[src/hw/rtl/tvh_pkg.sv]
`timescale 1ns / 1ps
`default_nettype none
// ----------------------------------------------------------------------------
// Traffic value histogram package
// Shared sizes, payload structs, status codes and state types.
// ----------------------------------------------------------------------------
package tvh_pkg;

   localparam int NUM_BINS    = 1024;
   localparam int COUNT_WIDTH = 32;

   localparam int BIN_W   = $clog2(NUM_BINS);
   localparam int CELLS_W = 11;
   localparam int MAX_W   = 31;
   localparam int DIVD_W  = MAX_W + CELLS_W;
   localparam int QUO_W   = CELLS_W;
   localparam int STEP_W  = $clog2(QUO_W);
   localparam int OUT_W   = 32;
   localparam int CSR_W   = 31;

   localparam logic [CELLS_W-1:0] CELLS_RESET = CELLS_W'(1024);
   localparam logic [MAX_W-1:0]   MAX_RESET   = MAX_W'(65535);
   localparam logic [CELLS_W-1:0] CELLS_LIMIT = CELLS_W'(NUM_BINS);

   typedef enum logic [2:0] {
      ST_COUNTED      = 3'd0,
      ST_UNDERFLOW    = 3'd1,
      ST_OVERFLOW     = 3'd2,
      ST_READ_DONE    = 3'd3,
      ST_READ_INVALID = 3'd4
   } status_type;

   typedef enum logic {
      CMD_PUT  = 1'b0,
      CMD_READ = 1'b1
   } cmd_type;

   typedef enum logic {
      CSR_CELLS_IN_USE      = 1'b0,
      CSR_MAX_TRAFFIC_VALUE = 1'b1
   } csr_index_type;

   typedef struct packed {
      logic               cmd;
      logic signed [31:0] traffic_value;
      logic [9:0]         read_index;
   } req_type;

   typedef struct packed {
      logic [2:0]  status;
      logic [9:0]  bin_number;
      logic [31:0] bin_count;
      logic [31:0] counted_total;
      logic [31:0] overflow_total;
      logic [31:0] underflow_total;
   } rsp_type;

   typedef struct packed {
      status_type       status;
      logic [BIN_W-1:0] bin;
   } job_type;

   typedef enum logic [1:0] {
      F_IDLE,
      F_DIV,
      F_PUSH
   } front_state_type;

   typedef enum logic [1:0] {
      B_CLEAR,
      B_IDLE,
      B_DONE
   } back_state_type;

   function automatic logic [COUNT_WIDTH-1:0] sat_inc(input logic [COUNT_WIDTH-1:0] c);
      sat_inc = (c == {COUNT_WIDTH{1'b1}}) ? c : c + COUNT_WIDTH'(1);
   endfunction

endpackage
`default_nettype wire

[src/hw/rtl/tvh_queue.sv]
`timescale 1ns / 1ps
`default_nettype none
// ----------------------------------------------------------------------------
// Histogram job queue
// Two-entry queue of classified jobs between the front and back ends.
// ----------------------------------------------------------------------------
module tvh_queue (
   input  wire logic             clock,
   input  wire logic             reset,
   input  wire logic             push_valid,
   output logic                  push_ready,
   input  wire tvh_pkg::job_type push_job,
   output logic                  pop_valid,
   input  wire logic             pop_ready,
   output tvh_pkg::job_type      pop_job
);
   import tvh_pkg::*;

   job_type    slot_ff [2];
   logic       wr_ptr_ff, wr_ptr_in;
   logic       rd_ptr_ff, rd_ptr_in;
   logic [1:0] fill_ff, fill_in;
   logic       do_push, do_pop;

   assign push_ready = (fill_ff != 2'd2);
   assign pop_valid  = (fill_ff != 2'd0);
   assign pop_job    = slot_ff[rd_ptr_ff];
   assign do_push    = push_valid && push_ready;
   assign do_pop     = pop_valid && pop_ready;

   always_comb begin
      wr_ptr_in = do_push ? ~wr_ptr_ff : wr_ptr_ff;
      rd_ptr_in = do_pop ? ~rd_ptr_ff : rd_ptr_ff;
      fill_in   = fill_ff + 2'(do_push) - 2'(do_pop);
   end

   always_ff @(posedge clock) begin
      if (reset) begin
         wr_ptr_ff <= 1'b0;
         rd_ptr_ff <= 1'b0;
         fill_ff   <= 2'd0;
      end else begin
         wr_ptr_ff <= wr_ptr_in;
         rd_ptr_ff <= rd_ptr_in;
         fill_ff   <= fill_in;
      end
      if (do_push) begin
         slot_ff[wr_ptr_ff] <= push_job;
      end
   end

endmodule
`default_nettype wire

[config.mk]
export PLATFORM = sky130hd
export DESIGN_NAME = tvh_queue
export DESIGN_NICKNAME = d
export VERILOG_FILES = /design/src/hw/rtl/tvh_pkg.sv /design/src/hw/rtl/tvh_queue.sv
export SDC_FILE = /design/constraint.sdc
export NUM_CORES = 1
export LEC_CHECK = 0
export BUFFER_PORTS_ARGS = -buffer_cell sky130_fd_sc_hd__buf_4
export CAP_MARGIN = 20
export CORE_MARGIN = 2
export CORE_UTILIZATION = 48
export CTS_BUF_LIST = sky130_fd_sc_hd__clkbuf_8
export CTS_CLUSTER_DIAMETER = 200
export DETAILED_ROUTE_END_ITERATION = 6
export HOLD_SLACK_MARGIN = 0.15
export PLACE_DENSITY = 0.84
export SYNTH_ARGS = -nofsm -noshare
export SYNTH_HDL_FRONTEND = slang
export SYNTH_SLANG_ARGS = --single-unit
[constraint.sdc]
create_clock -name clock -period 4.11 [get_ports clock]
set_clock_uncertainty 0.2 [all_clocks]
set_input_delay 0.411 -clock clock [delete_from_list [all_inputs] [get_ports clock]]
set_output_delay 0.411 -clock clock [all_outputs]
set_load 0.05 [all_outputs]
==> results of run 1 <==
[final cells by class]
cell class / instances / area, µm²
multi-input combinational: 31 / 280
timing repair buffer: 46 / 380
inverter: 1 / 3.75
clock buffer: 5 / 68.8
fill: 145 / 594
tap: 28 / 35.0
clock inverter: 3 / 11.3
sequential: 31 / 881
[cells in the mapped netlist, drive strengths merged]
cell type | number | area (µm²)
o21a | 1 | 8.76
mux2 | 14 | 161
xnor2 | 2 | 17.5
nand2b | 1 | 8.76
edfxtp | 26 | 781
and3 | 1 | 6.26
nand2 | 1 | 6.26
nor2 | 5 | 18.8
nor2b | 2 | 12.5
buf | 1 | 7.51
inv | 1 | 3.75
ha | 2 | 25.0
xor2 | 1 | 8.76
dfxtp | 5 | 100
or2 | 1 | 6.26
[cell families after synthesis]
kind of cell	Yosys count	share of synthesized area
and+or+nand+nor	11	0.0502
xor gates and xnor gates	3	0.0224
buffers and inverters	2	0.00960
adders and majority gates	2	0.0213
muxes	14	0.138
AOI/OAI and AO/OA	1	0.00747
DFF	31	0.751
[worst max-delay path by stage]
stage / start / to / cells after the start
6_report: register / pop_job[12] / 2
5_1_grt: register / pop_job[12] / 2
4_1_cts: register / pop_job[3] / 2
3_5_place_dp: fill_ff[0] / slot_ff[0][9] / 3
3_3_place_gp: push_valid / slot_ff[0][4] / 3
2_1_floorplan: fill_ff[0] / slot_ff[0][0] / 3
[sequential cells by signal (all words and copies together), names as in the netlist, named ones only]
name	cells
slot_ff	26
fill_ff	2
rd_ptr_ff	1
wr_ptr_ff	1
[report_power, final]
| part | switching [µW] | internal [µW] | leakage [µW] | total [µW] |
|---|---|---|---|---|
| Combinational | 251 | 149 | 0.000337 | 401 |
| Clock | 97.2 | 112 | 0.0000444 | 210 |
| Sequential | 34.3 | 399 | 0.000284 | 433 |
[layout by cell type (no fill, tap or decap), drive strengths merged]
master / netlist / final
mux2: 14 / 14
edfxtp: 26 / 26
clkinv: 0 / 2
xnor2: 2 / 2
dfxtp: 5 / 5
clkbuf: 0 / 5
o21a: 1 / 1
xor2: 1 / 1
nand2b: 1 / 1
dlygate4sd3: 0 / 14
and3: 1 / 1
ha: 2 / 2
nor2: 5 / 5
or2: 1 / 1
buf: 1 / 32
nand2: 1 / 1
nor2b: 2 / 2
inv: 1 / 2
[worst reg2reg max path, stage by stage, from the launching register on]
cell and delay (ns):
dfxtp_1 0.36, nand2b_2 0.16, nand2_2 0.08, nor2_1 0.42, buf_4 0.27
[metrics by stage]
step | instance area (µm²) | hold slack [ns] | cells | utilization | setup slack, ns
CTS | 1650 | 0.295 | 144 | 0.733 | 1.93
global route | 1660 | 0.313 | 145 | 0.736 | 1.89
floorplan | 1170 | 0.280 | 64 | - | 2.17
global placement | 1430 | 0.293 | 122 | 0.635 | 2.18
finish | 1660 | 0.305 | 145 | 0.736 | 1.95
detailed placement | 1430 | 0.308 | 122 | 0.635 | 2.14
[routing by layer]
layer	up-vias	track usage	wire [µm]
li1	340	-	-
met1	302	0.172	806
met2	27	0.239	765
met3	3	0.0791	128
met4	0	0.0769	36
met5	-	0	0
==> reports/qor.yml, run 1 <==
status:
  status: "completed"
yosys:
  ys_ff_latch: 31
  yosysSeqAreaShare: 0.751
  yosysWarnings: 0
  syn_area_per_cell_um2: 18.3
  netlist_instances: 64
  syn-cell-area_mm2: 0.00117
  syn_nets: 83
  synth.distinct_cells: 17
placement:
  port_buffers: 31
  gp_congestion: 0.624
die:
  coreArea_mm2: 0.00225
  ioPinCount: 32
  dieHeight_um: 53.4
  dieWidth_um: 53.4
  row_count: 17
  fp.dieArea_mm2: 0.00285
  initial_utilization: 0.520
critical_path:
  worstPathArrival_ns: 1.55
  slowest_stage: "dfxtp_1"
  cp-end-kind: "output port"
  cpLargestDelayFamily: "flip-flops"
  worstPathCellList: "mux2_1 > buf_4"
  rrSetupSlack_ns: 2.33
  worstSetupStartpointType: "register"
  cp.required_ns: 3.50
  r2r_cells: 4
  cp_max_fo: 13
  slowest_delay_ns: 0.68
  path_class: "register to output port"
  r2r-end: "slot_ff[0][12]"
  r2r-start: "fill_ff[0]"
  critical_path_buf_inv_count: 1
global_routing:
  grt_pass1_wl_mm: 2.82
  grt_pass1_vias: 655
  grt_max_degree: 14
  grt_overflow: 0
  grt.total_usage: 0.154
  antenna_found_initial: 0
sta:
  hold_viol_final: 0
  tightestPinTransition_ns: 0.602
  slew_headroom: 0.599
  fmax_ghz: 0.463
  fin_setup_tns_ns: 0
  period_needed_ns: 2.16
  period_share: 0.525
  drv_slew: 0
  rsz0062_at_grt: "no"
  setup_violations: 0
detailed_routing:
  drt-initial-drc-count: 16
  via_per_inst: 4.63
  via_count: 672
  routedWlPerCell_um: 12.0
  wl_mm: 1.74
  drc: 0
  antenna_left: 0
  first_pass_iters: 4
clock_tree:
  clk_pin_slew_ns: 0.05
  cts-root-buf: "clkbuf_8"
  post_cts_resized: 0
  clk_latency_ns: 0.28
  postCtsSetupBuffers: 0
  hold_buffers: 14
  cts_buffers: 5
  clk_path_buf_depth: 2
  cts_sinks: 31
  htree_levels: 2
  cts_tree: "yes"
power_and_ir_drop:
  finalPower_uw: 1040
  vdd_drop_max_v: 0.000498
  p_leak_uw: 0.000666
  powerDensity_mw_per_mm2: 628
final_layout:
  area_growth_pct: 41.6
  drive_gt1_frac: 0.368
  antenna_cells: 0
  final_nets: 135
worst_hold_path:
  min_to: "wr_ptr_ff"
  holdCritPathClass: "primary input to register"
  worstHoldPathCells: 3
  min_from: "push_valid"
job:
  drv_cap: 0
Note: power is estimated with default switching activity, not from simulation.
==> inputs of run 2 (changes only) <==
clock period = 2.1 ns   (was 4.11 ns; I/O delays follow)
==> reports/qor.yml, run 2 (same netlist as run 1, synthesis figures left out) <==
critical_path:
  cp_max_fo: 9
  critical_path_buf_inv_count: 2
  worstPathArrival_ns: 1.44
  rrSetupSlack_ns: 0.31
  r2r-end: "fill_ff[1]"
  cp.required_ns: 1.69
  cpLargestDelayFamily: "flip-flops"
  r2r-start: "fill_ff[0]"
  path_class: "register to output port"
  cp-end-kind: "output port"
  worstPathCellList: "buf_12 > mux2_1 > buf_4"
  worstSetupStartpointType: "register"
  slowest_delay_ns: 0.46
  r2r_cells: 8
  slowest_stage: "dfxtp_1"
detailed_routing:
  routedWlPerCell_um: 12.8
  wl_mm: 1.91
  first_pass_iters: 4
  via_count: 689
  antenna_left: 0
  drt-initial-drc-count: 7
  drc: 0
  via_per_inst: 4.62
global_routing:
  grt_max_degree: 10
  grt.total_usage: 0.159
  antenna_found_initial: 0
  grt_pass1_vias: 702
  grt_overflow: 0
  grt_pass1_wl_mm: 2.93
die:
  dieWidth_um: 53.4
  fp.dieArea_mm2: 0.00285
  dieHeight_um: 53.4
  ioPinCount: 32
  row_count: 17
  coreArea_mm2: 0.00225
  initial_utilization: 0.520
sta:
  rsz0062_at_grt: "no"
  slew_headroom: 0.773
  fin_setup_tns_ns: 0
  drv_slew: 0
  whs_ns: 0.154
  setup_violations: 0
  period_share: 0.881
  period_needed_ns: 1.85
  hold_viol_final: 0
  tightestPinTransition_ns: 0.341
  fmax_ghz: 0.540
worst_hold_path:
  min_to: "rd_ptr_ff"
  holdCritPathClass: "primary input to register"
  min_from: "pop_ready"
  worstHoldPathCells: 4
final_layout:
  final_cell_mix: "buf_4, edfxtp_1, dlygate4sd3_1"
  final_nets: 139
  area_growth_pct: 45.5
  final_common_cell: "buf_4"
  drive_gt1_frac: 0.380
  largest_reg_flops: 26
  final_util: 0.756
  final_cells: 149
  top_register: "slot_ff"
  reg.largest.list: "slot_ff x26, fill_ff x2"
  antenna_cells: 0
power_and_ir_drop:
  powerDensity_mw_per_mm2: 1220
  vdd_drop_max_v: 0.00109
  p_leak_uw: 0.000696
placement:
  gp_congestion: 0.623
  dpl.hpwl_mm: 1.25
  placed_cells: 126
  port_buffers: 31
clock_tree:
  cts_sinks: 31
  cts-root-buf: "clkbuf_8"
  clk_pin_slew_ns: 0.06
  clk_latency_ns: 0.27
  cts_tree: "yes"
  postCtsSetupBuffers: 0
  cts_buffers: 5
  clk_path_buf_depth: 2
  htree_levels: 2
job:
  drv_cap: 0
status:
  status: "completed"
[run 2: cell count changes in the layout (fill, tap and decap cells not counted), sizes merged]
cell and delta:
clkinv -2, inv +2, dlygate4sd3 +1, buf +3
[run 2: layout make-up]
class	count	area [µm²]
clock buffer	5	68.8
timing repair buffer	50	425
tap	28	35.0
inverter	1	3.75
multi-input combinational	31	280
sequential	31	881
clock inverter	3	11.3
fill	145	549
[run 2: what timing repair did]
action | in CTS | in global routing
resized for setup | 0 | 0
endpoints found under the hold margin | 31 | 0
setup endpoints to repair | 0 | 0
hold buffers | 15 | 0
[run 2: worst max path at each step]
stage | start | end | slack [ns] | cells after the start
6_report | register | pop_job[5] | 0.25 | 3
5_1_grt | register | pop_job[5] | 0.18 | 3
4_1_cts | register | pop_job[5] | 0.24 | 3
3_5_place_dp | fill_ff[0] | fill_ff[1] | 0.32 | 8
3_3_place_gp | fill_ff[1] | fill_ff[1] | 0.42 | 7
2_1_floorplan | fill_ff[0] | slot_ff[0][0] | 0.16 | 3
[run 2: worst min-delay path: stages]
cell and delay [ns]:
buf_4 0.08, o21a_2 0.14, xnor2_1 0.07, nor2_1 0.09
[run 2: through the flow]
stage          power (µW)  setup WS, ns  cell area [µm²]
5_1_grt              2190         0.176             1710
4_1_cts              2110         0.236             1710
3_5_place_dp         1680         0.324             1480
6_report             2080         0.249             1710
3_3_place_gp         1660         0.415             1480
2_1_floorplan        1410         0.162             1170
[run 2: routing by layer]
layer  up-vias  track usage  routed length (µm)
met1       318        0.157                 828
met4         0       0.0769                   0
li1        348            -                   -
met5         -            0                   0
met3         0       0.0706                 104
met2        23        0.278                 974
[run 2: power breakdown]
group / total [µW] / leakage, µW / internal (µW) / switching [µW]
Combinational: 854 / 0.000360 / 327 / 527
Sequential: 829 / 0.000284 / 780 / 49.2
Clock: 401 / 0.0000519 / 220 / 182
==> inputs of run 3 (changes only) <==
MAX_ROUTING_LAYER = met4   (was unset)
==> reports/qor.yml, run 3 (same netlist as run 1, synthesis figures left out) <==
power_and_ir_drop:
  internal_power_uw: 1330
  switching_share: 0.363
  power.share.combinational: 0.410
  p_seq_frac: 0.398
  powerDensity_mw_per_mm2: 1220
  vdd_drop_max_v: 0.00109
  power_switching_uw: 756
  p_clk_frac: 0.192
  p_leak_uw: 0.000696
final_layout:
  top_register: "slot_ff"
  antenna_cells: 0
  num-fill-cells: 145
  final_common_cell: "buf_4"
  final_cell_mix: "buf_4, edfxtp_1, dlygate4sd3_1"
  area_growth_pct: 45.5
  final_util: 0.756
  final_cells: 149
  reg.largest.list: "slot_ff x26, fill_ff x2"
  largest_reg_flops: 26
  drive_gt1_frac: 0.380
  final_nets: 139
critical_path:
  slowest_stage: "dfxtp_1"
  cp.required_ns: 1.69
  path_class: "register to output port"
  cp_max_fo: 9
  worstPathArrival_ns: 1.44
  worstPathCellList: "buf_12 > mux2_1 > buf_4"
  worstSetupStartpointType: "register"
  cp-end-kind: "output port"
  slowest_delay_ns: 0.46
sta:
  tightestPinTransition_ns: 0.341
  fin_setup_tns_ns: 0
  whs_ns: 0.154
  hold_viol_final: 0
  fmax_ghz: 0.541
  drv_slew: 0
  setup_violations: 0
  rsz0062_at_grt: "no"
  slew_headroom: 0.773
  fin_ws_ns: 0.251
  period_needed_ns: 1.85
  period_share: 0.881
detailed_routing:
  antenna_left: 0
  first_pass_iters: 3
  via_count: 692
  wl_mm: 1.89
  via_per_inst: 4.64
  drc: 0
  drt-initial-drc-count: 4
  routedWlPerCell_um: 12.7
worst_hold_path:
  holdCritPathClass: "primary input to register"
clock_tree:
  htree_levels: 2
  clk_latency_ns: 0.27
  cts_tree: "yes"
  cts_buffers: 5
  cts_sinks: 31
  cts-root-buf: "clkbuf_8"
  clk_pin_slew_ns: 0.06
  post_cts_resized: 0
  clk_path_buf_depth: 2
die:
  ioPinCount: 32
  row_count: 17
  dieWidth_um: 53.4
  fp.dieArea_mm2: 0.00285
  initial_utilization: 0.520
  coreArea_mm2: 0.00225
  dieHeight_um: 53.4
global_routing:
  grt_pass1_vias: 702
  antenna_found_initial: 0
  grt_max_degree: 10
  grt_overflow: 0
  grt_pass1_wl_mm: 2.92
  grt.total_usage: 0.159
placement:
  port_buffers: 31
  gp_congestion: 0.627
  placed_cells: 126
  place_ws_ns: 0.324
  dpl.hpwl_mm: 1.25
status:
  status: "completed"
job:
  drv_cap: 0
-- run 3: cell counts in the layout (fill, tap and decap cells not counted) --
Identical to the previous run, type by type.
-- run 3: stage by stage --
step           power, µW  area [µm²]
2_1_floorplan       1410        1170
3_3_place_gp        1660        1480
3_5_place_dp        1680        1480
4_1_cts             2110        1710
5_1_grt             2180        1710
6_report            2080        1710
-- run 3: layer usage --
| metal | wire length [µm] | GRT usage | vias to the layer above |
|---|---|---|---|
| met5 | 0 | - | - |
| li1 | - | - | 348 |
| met3 | 88 | 0.0424 | 5 |
| met1 | 807 | 0.158 | 315 |
| met4 | 32 | 0.0897 | 0 |
| met2 | 958 | 0.278 | 24 |
-- run 3: layout make-up --
type                       count  area [µm²]  area share
multi-input combinational     31         280       0.164
clock inverter                 3        11.3     0.00660
tap                           28        35.0      0.0205
sequential                    31         881       0.517
inverter                       1        3.75     0.00220
timing repair buffer          50         425       0.249
clock buffer                   5        68.8      0.0404
-- run 3: final timing paths --
kind	cells after the start	slack (ns)	endpoint	from
hold reg to reg	2	0.34	rd_ptr_ff	rd_ptr_ff
hold / removal	4	0.15	rd_ptr_ff	pop_ready
setup / recovery	3	0.25	pop_job[5]	register
setup reg to reg	8	0.31	fill_ff[1]	fill_ff[0]
-- run 3: critical path, delay by kind of cell, from the launching register on --
kind | cells | cell delay, ns
mux | 1 | 0.34
flops | 1 | 0.46
buf+inv | 2 | 0.37
-- run 3: power by group through the flow --
stage                     combinational, µW  clock [µW]  sequential [µW]
after global routing                    903         440              840
after global placement                  822           0              836
after floorplan                         589           0              825
after detailed placement                835           0              841
final                                   854         401              828
after CTS                               863         412              830
-- run 3: repair_timing --
| action | in CTS | in global routing |
|---|---|---|
| endpoints found under the setup margin | 0 | 0 |
| endpoints found under the hold margin | 31 | 0 |
| hold buffers | 15 | 0 |
| buffers inserted | 0 | 0 |
