<file path="src/hw/rtl/tvh_pkg.sv">
`timescale 1ns / 1ps
`default_nettype none
// ----------------------------------------------------------------------------
// Traffic value histogram package
// Shared sizes, payload structs, status codes and state types.
// ----------------------------------------------------------------------------
package tvh_pkg;

   localparam int NUM_BINS    = 1024;
   localparam int COUNT_WIDTH = 32;

   localparam int BIN_W   = $clog2(NUM_BINS);
   localparam int CELLS_W = 11;
   localparam int MAX_W   = 31;
   localparam int DIVD_W  = MAX_W + CELLS_W;
   localparam int QUO_W   = CELLS_W;
   localparam int STEP_W  = $clog2(QUO_W);
   localparam int OUT_W   = 32;
   localparam int CSR_W   = 31;

   localparam logic [CELLS_W-1:0] CELLS_RESET = CELLS_W'(1024);
   localparam logic [MAX_W-1:0]   MAX_RESET   = MAX_W'(65535);
   localparam logic [CELLS_W-1:0] CELLS_LIMIT = CELLS_W'(NUM_BINS);

   typedef enum logic [2:0] {
      ST_COUNTED      = 3'd0,
      ST_UNDERFLOW    = 3'd1,
      ST_OVERFLOW     = 3'd2,
      ST_READ_DONE    = 3'd3,
      ST_READ_INVALID = 3'd4
   } status_type;

   typedef enum logic {
      CMD_PUT  = 1'b0,
      CMD_READ = 1'b1
   } cmd_type;

   typedef enum logic {
      CSR_CELLS_IN_USE      = 1'b0,
      CSR_MAX_TRAFFIC_VALUE = 1'b1
   } csr_index_type;

   typedef struct packed {
      logic               cmd;
      logic signed [31:0] traffic_value;
      logic [9:0]         read_index;
   } req_type;

   typedef struct packed {
      logic [2:0]  status;
      logic [9:0]  bin_number;
      logic [31:0] bin_count;
      logic [31:0] counted_total;
      logic [31:0] overflow_total;
      logic [31:0] underflow_total;
   } rsp_type;

   typedef struct packed {
      status_type       status;
      logic [BIN_W-1:0] bin;
   } job_type;

   typedef enum logic [1:0] {
      F_IDLE,
      F_DIV,
      F_PUSH
   } front_state_type;

   typedef enum logic [1:0] {
      B_CLEAR,
      B_IDLE,
      B_DONE
   } back_state_type;

   function automatic logic [COUNT_WIDTH-1:0] sat_inc(input logic [COUNT_WIDTH-1:0] c);
      sat_inc = (c == {COUNT_WIDTH{1'b1}}) ? c : c + COUNT_WIDTH'(1);
   endfunction

endpackage
`default_nettype wire

</file>
<file path="src/hw/rtl/tvh_front.sv">
`timescale 1ns / 1ps
`default_nettype none
// ----------------------------------------------------------------------------
// Histogram front end
// Accepts transactions, classifies them and finds the bin of an in-range
// sample with a serial restoring divider, one quotient bit per cycle.
// ----------------------------------------------------------------------------
module tvh_front (
   input  wire logic                     clock,
   input  wire logic                     reset,
   input  wire logic                     clear_done,
   input  wire logic [tvh_pkg::CELLS_W-1:0] cells_eff,
   input  wire logic [tvh_pkg::MAX_W-1:0]   max_eff,
   input  wire logic                     req_valid,
   output logic                          req_ready,
   input  wire tvh_pkg::req_type         req_data,
   output logic                          push_valid,
   input  wire logic                     push_ready,
   output tvh_pkg::job_type              push_job
);
   import tvh_pkg::*;

   front_state_type      state_ff, state_in;
   job_type              job_ff, job_in;
   logic [DIVD_W-1:0]    rem_ff, rem_in;
   logic [DIVD_W-1:0]    div_ff, div_in;
   logic [QUO_W-1:0]     quo_ff, quo_in;
   logic [STEP_W-1:0]    step_ff, step_in;
   logic [CELLS_W-1:0]   cells_ff, cells_in;
   logic [DIVD_W-1:0]    product;
   logic [QUO_W-1:0]     quo_next;
   logic                 take;

   assign product = DIVD_W'(req_data.traffic_value[MAX_W-1:0]) * DIVD_W'(cells_eff);

   always_ff @(posedge clock) begin
      if (reset) begin
         state_ff <= F_IDLE;
      end else begin
         state_ff <= state_in;
      end
      job_ff   <= job_in;
      rem_ff   <= rem_in;
      div_ff   <= div_in;
      quo_ff   <= quo_in;
      step_ff  <= step_in;
      cells_ff <= cells_in;
   end

   always_comb begin
      state_in   = state_ff;
      job_in     = job_ff;
      rem_in     = rem_ff;
      div_in     = div_ff;
      quo_in     = quo_ff;
      step_in    = step_ff;
      cells_in   = cells_ff;
      req_ready  = 1'b0;
      push_valid = 1'b0;
      take       = 1'b0;
      quo_next   = {quo_ff[QUO_W-2:0], (rem_ff >= div_ff)};
      unique case (state_ff)
         F_IDLE: begin
            req_ready = clear_done;
            take      = req_valid && clear_done;
            if (take) begin
               state_in = F_PUSH;
               job_in   = '{status: ST_READ_INVALID, bin: '0};
               if (req_data.cmd == CMD_READ) begin
                  if (CELLS_W'(req_data.read_index) < cells_eff) begin
                     job_in = '{status: ST_READ_DONE, bin: BIN_W'(req_data.read_index)};
                  end
               end else if (req_data.traffic_value[31]) begin
                  job_in.status = ST_UNDERFLOW;
               end else if (req_data.traffic_value[MAX_W-1:0] > max_eff) begin
                  job_in.status = ST_OVERFLOW;
               end else begin
                  job_in.status = ST_COUNTED;
                  rem_in        = product;
                  div_in        = DIVD_W'(max_eff) << (QUO_W - 1);
                  quo_in        = '0;
                  step_in       = '0;
                  cells_in      = cells_eff;
                  state_in      = F_DIV;
               end
            end
         end
         F_DIV: begin
            if (rem_ff >= div_ff) begin
               rem_in = rem_ff - div_ff;
            end
            quo_in  = quo_next;
            div_in  = div_ff >> 1;
            step_in = step_ff + STEP_W'(1);
            if (step_ff == STEP_W'(QUO_W - 1)) begin
               state_in = F_PUSH;
               if (quo_next >= cells_ff) begin
                  job_in.bin = BIN_W'(cells_ff - CELLS_W'(1));
               end else begin
                  job_in.bin = BIN_W'(quo_next);
               end
            end
         end
         F_PUSH: begin
            push_valid = 1'b1;
            if (push_ready) begin
               state_in = F_IDLE;
            end
         end
         default: begin
            state_in = F_IDLE;
         end
      endcase
   end

   assign push_job = job_ff;

endmodule
`default_nettype wire

</file>
<file path="config.mk">
export PLATFORM = sky130hd
export DESIGN_NAME = tvh_front
export DESIGN_NICKNAME = d
export VERILOG_FILES = /design/src/hw/rtl/tvh_pkg.sv /design/src/hw/rtl/tvh_front.sv
export SDC_FILE = /design/constraint.sdc
export NUM_CORES = 1
export LEC_CHECK = 0
export ABC_AREA = 0
export BUFFER_PORTS_ARGS = -buffer_cell sky130_fd_sc_hd__buf_2
export CORE_ASPECT_RATIO = 1.4
export CORE_MARGIN = 3
export CORE_UTILIZATION = 50
export DETAILED_ROUTE_END_ITERATION = 12
export PLACE_DENSITY = 0.67
export SLEW_MARGIN = 20
export SYNTH_ARGS = -nofsm -noshare
export SYNTH_HDL_FRONTEND = slang
export SYNTH_SLANG_ARGS = --single-unit
</file>
<file path="constraint.sdc">
create_clock -name clock -period 22.1 [get_ports clock]
set_input_delay 3.315 -clock clock [delete_from_list [all_inputs] [get_ports clock]]
set_output_delay 3.315 -clock clock [all_outputs]
set_load 0.01 [all_outputs]
</file>
==> reports/metrics.cfg, run 1 <==
[power_and_ir_drop]
seqPwrFrac_pct = 12.9
pwr-share-comb_pct = 77.6
clockPowerShare_pct = 9.5
switchingPower_mw = 1.48
cellPowerDensity_nw_per_um2 = 141
switching_share_pct = 50.9
internal_power_mw = 1.43
p_leak_nw = 9.82
ir_drop_v = 0.000119

[detailed_routing]
wl_per_cell_um = 18.7
vias_per_cell = 5.72
dr.first_iter.drc_count = 1247
final_antenna_net_count = 0
drcViolationCount = 0
wl_met2_mm = 24.6
top_layer = met4
drt_first_pass_iters = 5
wl_met3_mm = 2.86
wl_met1_mm = 21.3
vias = 15400
drt_wl_total_mm = 50.2

[yosys]
synthesis.area_um2 = 19300
synth-seq-cells = 123
synth_edf_count = 121
yosysUniqueCellTypes = 76
syn_inst = 2180
yosys-top-cells-count = inv_1 (357), nand2_1 (304), fa_1 (261), ha_1 (175), and2_1 (148)
synthArstFlopShare_pct = 0
ys.flop_type = edfxtp_1
ys_warn_count = 0
synth_top_area_share_pct = 27.0
yosysMostFrequentCell = inv_1
seq_area_frac_synth_pct = 19.0
postSynthAreaPerCell_um2 = 8.87
syn_nets = 2706
yosysTopAreaCell = fa_1
yosys-top-cells-area = fa_1 (27%), edfxtp_1 (19%), ha_1 (11%), inv_1 (6.9%), nand2_1 (5.9%)

[sta]
finalSetupViolCount = 0
period_needed_ps = 9270
min_period_over_period_pct = 41.9
finalMaxSlewViolations = 0
fmax_ghz = 0.108
worst_pin_slew_ps = 949
rsz0062_at_grt = false
clock_skew_ps = 9.33
fin_tns_setup_ps = 0
hold_viol_final = 0
relSlewSlack_pct = 36.7

[worst_setup_path]
reg2reg_depth = 20
worstSetupEndpointType = flip-flop
critPathRequiredTime_ps = 22270
start_kind = input port
r2r_slack_ps = 16220
crit_start = cells_eff[4]
crit_fanout = 33
timing.rr.end = push_job[1]
r2r_start = div_ff[0]
worstSetupPathType = input port to flip-flop
worstPathArrival_ps = 9440

[place]
io_buffers = 104
post_dp_cell_area_um2 = 20100
routabilityCongestion = 0.956
place_hpwl_mm = 39.0

[global_routing]
grt_overflow_total = 0
grt_first_pass_wirelength_mm = 81.4
antenna_found_initial = 0
grt_max_degree = 97
grt_pass1_vias = 15900
grt_usage_pct = 25.1

[die]
die_area_um2 = 41100
core-area_um2 = 37800
io-pin-count = 105
die_y_um = 239
rows = 84
die_x_um = 172
start_util_pct = 51.1

[cells_and_area]
drive_gt1_share_pct = 7.35
fillers = 3438
stdcell_area_um2 = 20700
nets = 2731
area_growth_pct = 7.03
antennaDiodeCount = 0

[run_status]
outcome = finished clean

[min_path]
hp-start = div_ff[36]
worstHoldPathType = flip-flop to flip-flop
whs_endpoint = div_ff[35]
holdPathStages = 2

[clock_network]
insertion_delay_ps = 450
cts_tree = done
cts_max_path_buffers = 2
cts_setup_buffers = 0
root_buffer = clkbuf_16
clk_pin_slew_ps = 60
ctsHtreeMaxLevel = 4
ctsHoldBuffers = 0
cts_buffers = 17
ctsResizeCount = 0
cts_sinks = 123

[flow_run]
cap_violations = 0

[how the worst max path moves through the flow]
stage	endpoint	cells after the start
2_1_floorplan	div_ff[0]	11
3_3_place_gp	rem_ff[37]	20
5_1_grt	rem_ff[37]	20
6_report	rem_ff[37]	20
3_5_place_dp	rem_ff[37]	20
4_1_cts	rem_ff[37]	20
[kinds of logic after synthesis]
kind of cell / after synthesis / share of synthesized area [%]
multiplexers: 18 / 0.938
adder cells (fa/ha/maj): 436 / 38.4
AO/OA/AOI/OAI: 381 / 12.5
buffers and inverters: 460 / 8.99
XOR/XNOR: 78 / 3.53
flip-flops: 123 / 19.0
AND/OR/NAND/NOR: 684 / 16.7
[layer usage]
layer | vias up | GRT usage [%]
li1 | 7127 | -
met1 | 7682 | 33.8
met2 | 514 | 42.0
met3 | 81 | 3.33
met4 | 0 | 8.38
met5 | - | 0
[per-stage QoR]
step	hold WS (ps)	power [mW]	instances	utilization, %	setup WS [ps]
floorplan	522	2.09	2180	-	12720
CTS	564	2.89	2691	54.7	12930
global route	592	3.22	2691	54.7	12540
detailed placement	546	2.60	2659	53.2	12440
finish	560	2.91	2691	54.7	12830
global placement	537	2.57	2659	53.2	12650
[registers in the layout, summed over array words and instances (netlist names)]
register  count
div_ff       41
state_ff      2
quo_ff       10
push_job     13
rem_ff       42
step_ff       4
cells_ff     11
[cell usage in the layout (no fill, tap or decap), types with 11 or more instances in the layout]
cell type	n
and2_1	148
clkbuf_16	17
nand2b_1	14
ha_1	175
a211oi_1	11
nand4_1	23
nor2b_1	14
nand3_1	29
o21bai_1	11
buf_2	104
fa_1	261
nor2_1	104
o21ai_0	103
nor3_1	13
xnor2_1	45
mux2i_1	17
inv_1	357
nand2_1	304
a21o_1	46
xor2_1	33
edfxtp_1	121
a21oi_1	116
a31oi_1	11
[area by class of cell]
type	count	area [um2]	share of cell area [%]
multi-input combinational	1597	14000	67.5
sequential	123	3670	17.8
inverter	358	1340	6.49
tap	473	592	2.86
timing repair buffer	108	551	2.66
clock buffer	17	425	2.06
clock inverter	15	150	0.726
[power groups by stage]
stage               logic, mW  clock network [mW]  registers, mW
finish                   2.26               0.277          0.375
global route             2.55               0.291          0.377
CTS                      2.24               0.281          0.375
detailed placement       2.22                   0          0.380
global placement         2.19                   0          0.379
floorplan                1.71                   0          0.378
[worst max-delay path, cell delays in order]
cell	delay [ps]
buf_2	580
nand2_1	190
fa_1	540
fa_1	510
inv_1	50
fa_1	460
fa_1	550
inv_1	50
fa_1	520
inv_1	40
ha_1	360
o21ai_0	130
nor2_1	150
o21ai_0	250
o31ai_1	550
o211ai_2	230
a31oi_1	280
mux2_2	360
o21ai_0	200
o21ai_1	100
Note: power is estimated with default switching activity, not from simulation.
==> run 2, diff against run 1 <==
clock period = 8.8 ns   (was 22.1 ns; I/O delays follow)
==> run 2 against run 1 <==
Net effect:
- clock power rose to 2.5 times the previous value
- core utilization did not move
- routed wire length rose by 0.50%
- critical path depth did not move
- sequential cell count did not move
- combinational power rose to 2.5 times the previous value
- non-clock buffer count did not move
- sequential share of layout area did not move
- largest cell class unchanged
==> reports/metrics.cfg, run 2 (synthesis gave the netlist of run 1 again) <==
[clock_network]
clk_pin_slew_ps = 60
cts_sinks = 123
insertion_delay_ps = 450
ctsHoldBuffers = 0
cts_buffers = 17
cts_max_path_buffers = 2
root_buffer = clkbuf_16
cts_tree = done
ctsResizeCount = 0
cts_setup_buffers = 0
ctsHtreeMaxLevel = 4

[cells_and_area]
final_common_cell = inv_1
top_register = rem_ff
antennaDiodeCount = 0
final_cell_mix = inv_1 (357), nand2_1 (304), fa_1 (261)
nets = 2731
stdcell_area_um2 = 20700
post-route-util_pct = 54.7
area_growth_pct = 7.03
drive_gt1_share_pct = 7.35
largest_reg_flops = 42

[detailed_routing]
drt_first_pass_iters = 6
dr.first_iter.drc_count = 1154
vias_per_cell = 5.71
vias = 15400
drcViolationCount = 0
wl_per_cell_um = 18.7
drt_wl_total_mm = 50.4
final_antenna_net_count = 0

[die]
core-area_um2 = 37800
start_util_pct = 51.1
rows = 84
io-pin-count = 105
die_y_um = 239
die_x_um = 172
die_area_um2 = 41100

[worst_setup_path]
slowest_stage = buf_2
worstPathArrival_ps = 7450
worstSetupEndpointType = flip-flop
crit_chain = buf_2, nand2_1, fa_1, fa_1, inv_1, ha_1, fa_1, inv_1, fa_1, inv_1, ha_1, o211ai_1, a21oi_1, o21ai_0, o31ai_1, o211ai_2, a31oi_1, mux2_2, o21ai_0, o21ai_1
start_kind = input port
critPathRequiredTime_ps = 8960
cp_common_cell = fa_1
cpPeakStageDelay_ps = 600
r2r_slack_ps = 2930
r2r_start = div_ff[0]
worstSetupPathType = input port to flip-flop
reg2reg_depth = 20
timing.rr.end = push_job[2]
crit_fanout = 33

[sta]
finalSetupViolCount = 0
fmax_ghz = 0.137
fin_tns_setup_ps = 0
hold_viol_final = 0
period_needed_ps = 7290
finalMaxSlewViolations = 0
relSlewSlack_pct = 36.2
worst_pin_slew_ps = 957
clock_skew_ps = 15.2
min_period_over_period_pct = 82.8
fin_ws_ps = 1510
rsz0062_at_grt = false

[min_path]
holdPathStages = 2
whs_endpoint = div_ff[26]
worstHoldPathType = flip-flop to flip-flop
hp-start = div_ff[27]

[power_and_ir_drop]
ir_drop_v = 0.000312
switching_share_pct = 50.9
switchingPower_mw = 3.72
internal_power_mw = 3.59
p_leak_nw = 9.82
clockPowerShare_pct = 9.5
cellPowerDensity_nw_per_um2 = 354
p_total_mw = 7.32
pwr-share-comb_pct = 77.6
seqPwrFrac_pct = 12.9

[global_routing]
grt_usage_pct = 25.1
grt_pass1_vias = 15800
antenna_found_initial = 0
grt_max_degree = 97
grt_overflow_total = 0
grt_first_pass_wirelength_mm = 81.2

[place]
place_hpwl_mm = 39.1
place_ws_ps = 1130
post_dp_cell_area_um2 = 20100
routabilityCongestion = 0.956
io_buffers = 104

[run_status]
outcome = finished clean

[flow_run]
cap_violations = 0

-- run 2: layout make-up --
type / count / area, um2
clock inverter: 15 / 150
tap: 473 / 592
timing repair buffer: 108 / 551
clock buffer: 17 / 425
multi-input combinational: 1597 / 14000
inverter: 358 / 1340
fill: 3425 / 17100
sequential: 123 / 3670
-- run 2: critical path: cells and delay by family --
kind / cells / cell delay, ps
AO/OA/AOI/OAI: 8 / 2030
AND/OR/NAND/NOR: 1 / 180
adder cells (fa/ha/maj): 6 / 2800
multiplexers: 1 / 360
buffers and inverters: 4 / 740
-- run 2: per-stage QoR --
step | cells | hold slack (ps)
after floorplan | 2180 | 522
after global placement | 2659 | 537
after detailed placement | 2659 | 540
after CTS | 2691 | 561
after global routing | 2691 | 592
final | 2691 | 558
-- run 2: routing by layer --
metal	wire length (um)	GRT usage, %	vias up
met4	1240	7.41	0
met2	24800	42.5	534
met1	21400	34.0	7638
li1	-	-	7125
met5	0	0	-
met3	2990	2.94	71
-- run 2: how the worst max path moves through the flow --
| stage | startpoint | end | slack (ps) | depth (start not counted) |
|---|---|---|---|---|
| floorplan | max_eff[4] | div_ff[0] | 1410 | 11 |
| global placement | cells_eff[7] | rem_ff[37] | 1340 | 20 |
| detailed placement | cells_eff[4] | rem_ff[37] | 1130 | 20 |
| CTS | cells_eff[4] | rem_ff[37] | 1610 | 20 |
| global route | cells_eff[7] | rem_ff[37] | 1260 | 20 |
| finish | cells_eff[4] | rem_ff[37] | 1510 | 20 |
-- run 2: power groups by stage --
stage / sequential, mW / clock (mW) / combinational (mW)
after floorplan: 0.949 / 0 / 4.29
after global placement: 0.951 / 0 / 5.50
after detailed placement: 0.953 / 0 / 5.59
after CTS: 0.941 / 0.705 / 5.62
after global routing: 0.946 / 0.729 / 6.41
final: 0.941 / 0.695 / 5.68
==> run 3, diff against run 2 <==
PLACE_DENSITY = 0.7   (was 0.67)
clock period = 6 ns   (was 8.8 ns; I/O delays follow)
==> run 3 against run 2 <==
Net effect:
- core utilization increased by 5.3 points
- largest cell class unchanged
- largest power group unchanged
- highest routed layer unchanged
- first-iteration DRC count increased by 4.9%
- worst hold slack got worse by 5.7 ps
==> reports/metrics.cfg, run 3 (synthesis gave the netlist of run 1 again) <==
[sta]
finalSetupViolCount = 0
finalMaxSlewViolations = 0
clock_skew_ps = 23.9
whs_ps = 552
rsz0062_at_grt = true
min_period_over_period_pct = 97.7
relSlewSlack_pct = 34.8
hold_viol_final = 0
period_needed_ps = 5860
fmax_ghz = 0.171
worst_pin_slew_ps = 969

[worst_setup_path]
worstSetupEndpointType = flip-flop
worstPathArrival_ps = 6000
timing.rr.end = push_job[3]
cp_common_cell = fa_1
path_delay_family = adder cells
crit_chain = buf_8, buf_12, buf_4, nand2_1, fa_1, fa_1, inv_1, fa_1, fa_1, inv_1, fa_1, inv_1, ha_1, a21o_1, a21o_1, a21oi_2, o21ai_1, or3b_2, o221a_2, nand4_1, mux2i_1, o211ai_1
start_kind = input port
r2r_start = div_ff[0]
crit_buf_inv = 6
reg2reg_depth = 21
worstSetupPathType = input port to flip-flop
critPathRequiredTime_ps = 6140
r2r_slack_ps = 590
crit_start = cells_eff[4]
slowest_stage = fa_1
crit_fanout = 9
worst-path-stages = 22
crit_end = rem_ff[40]
cpPeakStageDelay_ps = 520

[clock_network]
clk_pin_slew_ps = 60
ctsHoldBuffers = 0
ctsHtreeMaxLevel = 4
cts_tree = done
root_buffer = clkbuf_16
cts_sinks = 123
insertion_delay_ps = 450
cts_buffers = 17
cts_max_path_buffers = 2

[place]
place_hpwl_mm = 43.0
routabilityCongestion = 0.961
io_buffers = 104

[die]
die_area_um2 = 41100
core-area_um2 = 37800
io-pin-count = 105
rows = 84
die_x_um = 172
die_y_um = 239
start_util_pct = 51.1

[power_and_ir_drop]
cellPowerDensity_nw_per_um2 = 586
switchingPower_mw = 6.18
switching_share_pct = 46.5
clockPowerShare_pct = 8.5
seqPwrFrac_pct = 10.4
p_total_mw = 13.3
internal_power_mw = 7.11
ir_drop_v = 0.000470
p_leak_nw = 10.9
pwr-share-comb_pct = 81.1

[cells_and_area]
final_cell_mix = inv_1 (356), nand2_1 (303), fa_1 (257)
fillers = 3320
area_growth_pct = 17.4
final_common_cell = inv_1
post-route-util_pct = 60.0
largest_reg_flops = 42
top_register = rem_ff
nets = 2922
drive_gt1_share_pct = 15.9

[detailed_routing]
vias_per_cell = 5.57
vias = 16100
drt_first_pass_iters = 5
drt_wl_total_mm = 52.3
dr.first_iter.drc_count = 1211
wl_per_cell_um = 18.1
final_antenna_net_count = 0
drcViolationCount = 0

[global_routing]
grt_pass1_vias = 16700
antenna_found_initial = 1
grt_first_pass_wirelength_mm = 84.4
grt_overflow_total = 0
grt_max_degree = 97
grt_usage_pct = 25.8

[flow_run]
cap_violations = 0

[run_status]
outcome = finished clean

[min_path]
worstHoldPathType = flip-flop to flip-flop

## run 3: worst min path at each step
stage / from / slack (ps) / endpoint / depth (start not counted)
detailed placement: div_ff[24] / 540 / div_ff[23] / 2
finish: div_ff[31] / 550 / div_ff[30] / 2
global placement: div_ff[24] / 530 / div_ff[23] / 2
floorplan: div_ff[12] / 520 / div_ff[11] / 2
global route: div_ff[34] / 580 / div_ff[33] / 2
CTS: div_ff[24] / 560 / div_ff[23] / 2
## run 3: power groups by stage
stage / clock [mW] / combinational (mW) / sequential, mW
CTS: 1.14 / 10.3 / 1.38
global placement: 0 / 10.0 / 1.40
floorplan: 0 / 6.49 / 1.39
detailed placement: 0 / 10.2 / 1.40
finish: 1.13 / 10.8 / 1.38
global route: 1.18 / 12.0 / 1.39
## run 3: repair_timing
action,4_1_cts,5_1_grt
pin swaps,1,24
resized for setup,7,65
gates cloned,0,2
endpoints found under the setup margin,9,19
endpoints found under the hold margin,0,0
buffers inserted,0,7
## run 3: worst min-delay path, cell delays in order (launching register included)
cell      delay (ps)
edfxtp_1         340
nand2_1           50
o21ai_0           60
## run 3: layout make-up
| cell class | instances | area, um2 | share of cell area (%) |
|---|---|---|---|
| Timing Repair Buffer | 299 | 2280 | 10.1 |
| Sequential cell | 123 | 3670 | 16.2 |
| Multi-Input combinational cell | 1597 | 14200 | 62.4 |
| Inverter | 358 | 1340 | 5.92 |
| Tap cell | 473 | 592 | 2.61 |
| Clock buffer | 22 | 474 | 2.09 |
| Antenna cell | 1 | 2.50 | 0.0110 |
| Clock inverter | 10 | 166 | 0.733 |
## run 3: per-stage QoR
stage | setup slack [ps] | TNS (ps) | area, um2 | instances
finish | 141 | 0 | 22700 | 2883
detailed placement | -578 | -10400 | 21700 | 2841
CTS | 17.3 | 0 | 22300 | 2873
global placement | -490 | -8810 | 21700 | 2841
global route | -20.2 | -51.2 | 22700 | 2882
floorplan | -7.27 | -7.27 | 19400 | 2180
## run 3: routing by layer
layer | vias to the layer above | global-route usage, % | part of all wire [%]
li1 | 7506 | - | -
met1 | 7957 | 35.6 | 43
met2 | 510 | 43.2 | 49
met3 | 85 | 3.16 | 5.7
met4 | 0 | 7.33 | 2.7
met5 | - | 0 | 0
